===== src/rtl/rpzp_pkg.sv =====
// Package: shared constants, types and command/status structs for the point plotter
`timescale 1ns / 1ps
package rpzp_pkg;
  localparam int ScreenWidth  = 320;
  localparam int ScreenHeight = 240;
  localparam int FractionBits = 14;
  localparam int PixelCount   = ScreenWidth * ScreenHeight;
  localparam int AddrW        = $clog2(PixelCount);
  localparam logic signed [15:0] PerspBase  = 16'sd880;
  localparam int                 PerspShift = 11;
  localparam logic signed [15:0] DepthClear = 16'sd32767;

  localparam logic [1:0] REG_ROW_X = 2'd0;
  localparam logic [1:0] REG_ROW_Y = 2'd1;
  localparam logic [1:0] REG_ROW_Z = 2'd2;
  localparam logic [1:0] REG_MODE  = 2'd3;

  localparam logic KIND_PLOT  = 1'b0;
  localparam logic KIND_CLEAR = 1'b1;

  // controller -> datapath
  typedef struct packed {
    logic load;       // capture input word
    logic rot;        // rotation products -> sums
    logic proj;       // projection products
    logic place;      // screen position and address
    logic rd;         // depth memory read
    logic wr_test;    // depth compare and write, load output
    logic clr_start;  // reset sweep counter
    logic clr_step;   // write one clear entry
    logic out_take;   // output word taken
  } rpzp_cmd_t;

  // datapath -> controller
  typedef struct packed {
    logic is_clear;
    logic clr_last;
    logic out_full;
  } rpzp_sts_t;
endpackage


===== src/rtl/rpzp_ctrl.sv =====
// Controller: sequences one word through the datapath, or runs the clear sweep
`timescale 1ns / 1ps
module rpzp_ctrl (
  input  logic                 clk,
  input  logic                 rst_n,
  input  logic                 in_valid,
  output logic                 in_ready,
  input  logic                 out_ready,
  output rpzp_pkg::rpzp_cmd_t  cmd,
  input  rpzp_pkg::rpzp_sts_t  sts
);
  localparam logic [2:0] S_IDLE  = 3'd0;
  localparam logic [2:0] S_ROT   = 3'd1;
  localparam logic [2:0] S_PROJ  = 3'd2;
  localparam logic [2:0] S_PLACE = 3'd3;
  localparam logic [2:0] S_RD    = 3'd4;
  localparam logic [2:0] S_TEST  = 3'd5;
  localparam logic [2:0] S_CLR   = 3'd6;

  logic [2:0] state_r, state_nxt;
  logic       take;

  assign take = sts.out_full && out_ready;

  always_ff @(posedge clk) begin
    if (!rst_n) state_r <= S_CLR;
    else        state_r <= state_nxt;
  end

  always_comb begin
    state_nxt = state_r;
    cmd = '0;
    cmd.out_take = take;
    in_ready = 1'b0;
    unique case (state_r)
      S_IDLE: begin
        in_ready = 1'b1;
        cmd.load = in_valid;
        if (in_valid) state_nxt = S_ROT;
      end
      S_ROT: begin
        if (sts.is_clear) begin
          cmd.clr_start = 1'b1;
          state_nxt = S_CLR;
        end else begin
          cmd.rot = 1'b1;
          state_nxt = S_PROJ;
        end
      end
      S_PROJ:  begin cmd.proj = 1'b1;  state_nxt = S_PLACE; end
      S_PLACE: begin cmd.place = 1'b1; state_nxt = S_RD; end
      S_RD:    begin cmd.rd = 1'b1;    state_nxt = S_TEST; end
      S_TEST: begin
        // wait for an empty output register, or one being taken, before testing
        if (!sts.out_full || take) begin
          cmd.wr_test = 1'b1;
          state_nxt = S_IDLE;
        end
      end
      S_CLR: begin
        cmd.clr_step = 1'b1;
        if (sts.clr_last) state_nxt = S_IDLE;
      end
      default: state_nxt = S_IDLE;
    endcase
  end

  // accept only in idle
  assert property (@(posedge clk) disable iff (!rst_n)
    in_ready |-> (state_r == S_IDLE)) else $error("ready outside idle");
  // the sweep ends in idle
  assert property (@(posedge clk) disable iff (!rst_n)
    (state_r == S_CLR && sts.clr_last) |=> (state_r == S_IDLE))
    else $error("sweep did not finish");
  // a test is always followed by idle
  assert property (@(posedge clk) disable iff (!rst_n)
    cmd.wr_test |=> (state_r == S_IDLE)) else $error("test step stuck");
endmodule


===== config.mk =====
export PLATFORM = sky130hd
export DESIGN_NAME = rpzp_ctrl
export DESIGN_NICKNAME = d
export VERILOG_FILES = /design/src/rtl/rpzp_pkg.sv /design/src/rtl/rpzp_ctrl.sv
export SDC_FILE = /design/constraint.sdc
export NUM_CORES = 1
export LEC_CHECK = 0
export BUFFER_PORTS_ARGS = -buffer_cell sky130_fd_sc_hd__buf_4
export CORE_AREA = 8 8 45 47
export CTS_BUF_LIST = sky130_fd_sc_hd__clkbuf_2 sky130_fd_sc_hd__clkbuf_4 sky130_fd_sc_hd__clkbuf_8
export CTS_CLUSTER_DIAMETER = 200
export DETAILED_ROUTE_END_ITERATION = 10
export DIE_AREA = 0 0 53 55
export GPL_TIMING_DRIVEN = 0
export PLACE_DENSITY = 0.55
export SYNTH_ARGS = -nofsm -noshare
export SYNTH_HDL_FRONTEND = slang
export SYNTH_SLANG_ARGS = --single-unit

===== constraint.sdc =====
create_clock -name clk -period 2.7 [get_ports clk]
set_input_delay 0 -clock clk [delete_from_list [all_inputs] [get_ports clk]]
set_output_delay 0 -clock clk [all_outputs]
set_load 0.02 [all_outputs]

==> impl_metrics.json <==
{
  "seq_power_share_pct": 21.5,
  "final_max_slew_viol_count": 0,
  "grt_pass1_vias": 299,
  "whs_path_depth": 3,
  "fmax_mhz": 817,
  "cts_hold_buf": 1,
  "busiest_layer": "met1",
  "power_frac_comb_pct": 45.3,
  "pin_count": 17,
  "largest_register": "state_r",
  "tightest_slew_ns": 0.291,
  "largestRegisters": "state_r x3",
  "ys_ff_latch": 3,
  "ir_drop_v": 0.000288,
  "gp_congestion": 0.676,
  "synth_top_area_share_pct": 21.4,
  "power_switching_uw": 91.9,
  "largest_reg_flops": 3,
  "status": "completed",
  "crit_type": "reg2out",
  "hp-class": "in2reg",
  "startpoint_type": "flip-flop",
  "timing.final.crit_period_ns": 1.22,
  "syn_nets": 39,
  "first_pass_iters": 4,
  "ant_nets": 0,
  "syn-cell-area_um2": 280,
  "nFillCells": 161,
  "p_total_uw": 273,
  "most-common-layout-cells": "buf_4, clkbuf_4, and2_1, nand2_1, dfxtp_1",
  "required_ns": 2.70,
  "core-area_um2": 1380,
  "utilization_pct": 33.3,
  "vias": 302,
  "setup_viol": 0,
  "worst-r2r-cell-count": 4,
  "seqCellArea_um2": 60.1,
  "viasPerCell": 4.38,
  "ctsResizeCount": 0,
  "cp_max_fo": 10,
  "p_leak_uw": 0.000219,
  "clockPowerShare_pct": 33.2,
  "finClkSkew_ns": 0.00473,
  "crit_path_end_kind": "primary output",
  "drive_gt1_share_pct": 52.8,
  "yosysSeqAreaShare_pct": 21.4,
  "cap_violations": 0,
  "switching_share_pct": 33.7,
  "use_met1_pct": 7.12,
  "grt_pass1_wl_um": 1270,
  "dieWidth_um": 53,
  "cts_setup_buffers": 0,
  "cts_tree": "done",
  "power_density_nw_per_um2": 592,
  "place.port_buffers": 16,
  "syn_avg_cell_area_um2": 8.76,
  "ys_warn_count": 0,
  "synthToLayoutAreaGrowth_pct": 64.3,
  "synth_cells": 32,
  "cts_inserted_buffers": 3,
  "totalWireLength_um": 771,
  "gr-total-overflow": 0,
  "ys_top_cells_by_area": "dfxtp_1, nor3b_2, buf_6",
  "rsz0062_at_grt": "no",
  "track_usage_pct": 6.11,
  "multi_input_area_um2": 183,
  "cts.sinks": 3,
  "fp-row-count": 14,
  "path_clk_slew_ns": 0.04,
  "grt_use_met3_pct": 5.88,
  "htree_num_levels": 1,
  "dieArea_um2": 2920,
  "antenna_cells": 0,
  "internal_power_uw": 181,
  "fin_setup_tns_ns": 0,
  "clockRootBuffer": "clkbuf_4",
  "slew_headroom_pct": 80.3,
  "cts_max_path_buffers": 2,
  "hold_viol_final": 0,
  "die_h_um": 55,
  "antenna_found_initial": 0,
  "wl_per_cell_um": 11.2,
  "drt_first_iter_violations": 3,
  "finalCritPeriodShare_pct": 45.4,
  "yosysTopAreaCell": "dfxtp_1",
  "clk_latency_ns": 0.24,
  "drc": 0,
  "final_nets": 61,
  "grt_use_met2_pct": 6.64,
  "arrival_ns": 1.22,
  "ys_types": 19,
  "grt_max_degree": 11,
  "start_util_pct": 20.3,
  "layout_commonest_cell": "buf_4"
}
power groups by stage:
stage / registers, uW / clock network (uW) / logic [uW]
3_3_place_gp: 59.0 / 0 / 125
2_1_floorplan: 57.9 / 0 / 83.7
5_1_grt: 59.8 / 107 / 137
3_5_place_dp: 59.0 / 0 / 125
4_1_cts: 58.5 / 94.9 / 126
6_report: 58.5 / 90.6 / 124
final timing paths:
kind	startpoint	endpoint	slack, ns
worst max-delay path	state_r[0]	cmd[7]	1.48
worst min-delay path	sts[2]	state_r[2]	0.05
worst max register to register	state_r[0]	state_r[2]	1.71
worst min register to register	state_r[0]	state_r[0]	0.56
logic make-up (layout without fill, tap and decap cells):
group	count (synthesis)	count (layout)	synth area share [%]
AOI/OAI and AO/OA	4	4	7.14
buffers and inverters	4	25	13.4
muxes	1	1	3.57
DFF	3	3	21.4
and+or+nand+nor	20	20	54.5
through the flow:
step | setup slack [ns] | instances | cell area, um2 | hold WS, ns
floorplan | 1.51 | 32 | 280 | 0.0511
global placement | 1.72 | 64 | 420 | 0.192
detailed placement | 1.71 | 64 | 420 | 0.191
CTS | 1.45 | 69 | 460 | 0.0365
global route | 1.36 | 69 | 460 | 0.0342
finish | 1.48 | 69 | 460 | 0.0451
metal layers:
metal | vias up | wire length [um]
li1 | 155 | -
met1 | 132 | 388
met2 | 15 | 263
met3 | 0 | 119
met4 | 0 | 0
met5 | - | 0
critical path, cell delays in order, from the launching register on:
cell     delay [ns]
dfxtp_1        0.31
buf_6          0.13
nor2b_2        0.20
nor3b_2        0.18
buf_4          0.16
synthesized netlist by cell type:
cell / number
and2_1: 3
dfxtp_1: 3
nand2_1: 3
a21oi_1: 2
and3b_1: 2
buf_4: 2
buf_6: 2
nor3b_1: 2
nor3b_2: 2
nor4bb_1: 2
mux2i_1: 1
nand3_1: 1
nand4b_1: 1
nor2b_1: 1
nor2b_2: 1
nor3_2: 1
o21ai_0: 1
o21ai_1: 1
or3_1: 1
layout make-up:
cell class                 instances  share of cell area [%]
multi-input combinational         25                    39.7
timing repair buffer              17                    28.3
sequential                         3                    13.0
buffer                             4                    8.15
clock buffer                       4                    6.52
tap                               16                    4.35
(Power assumes the default switching activity.)
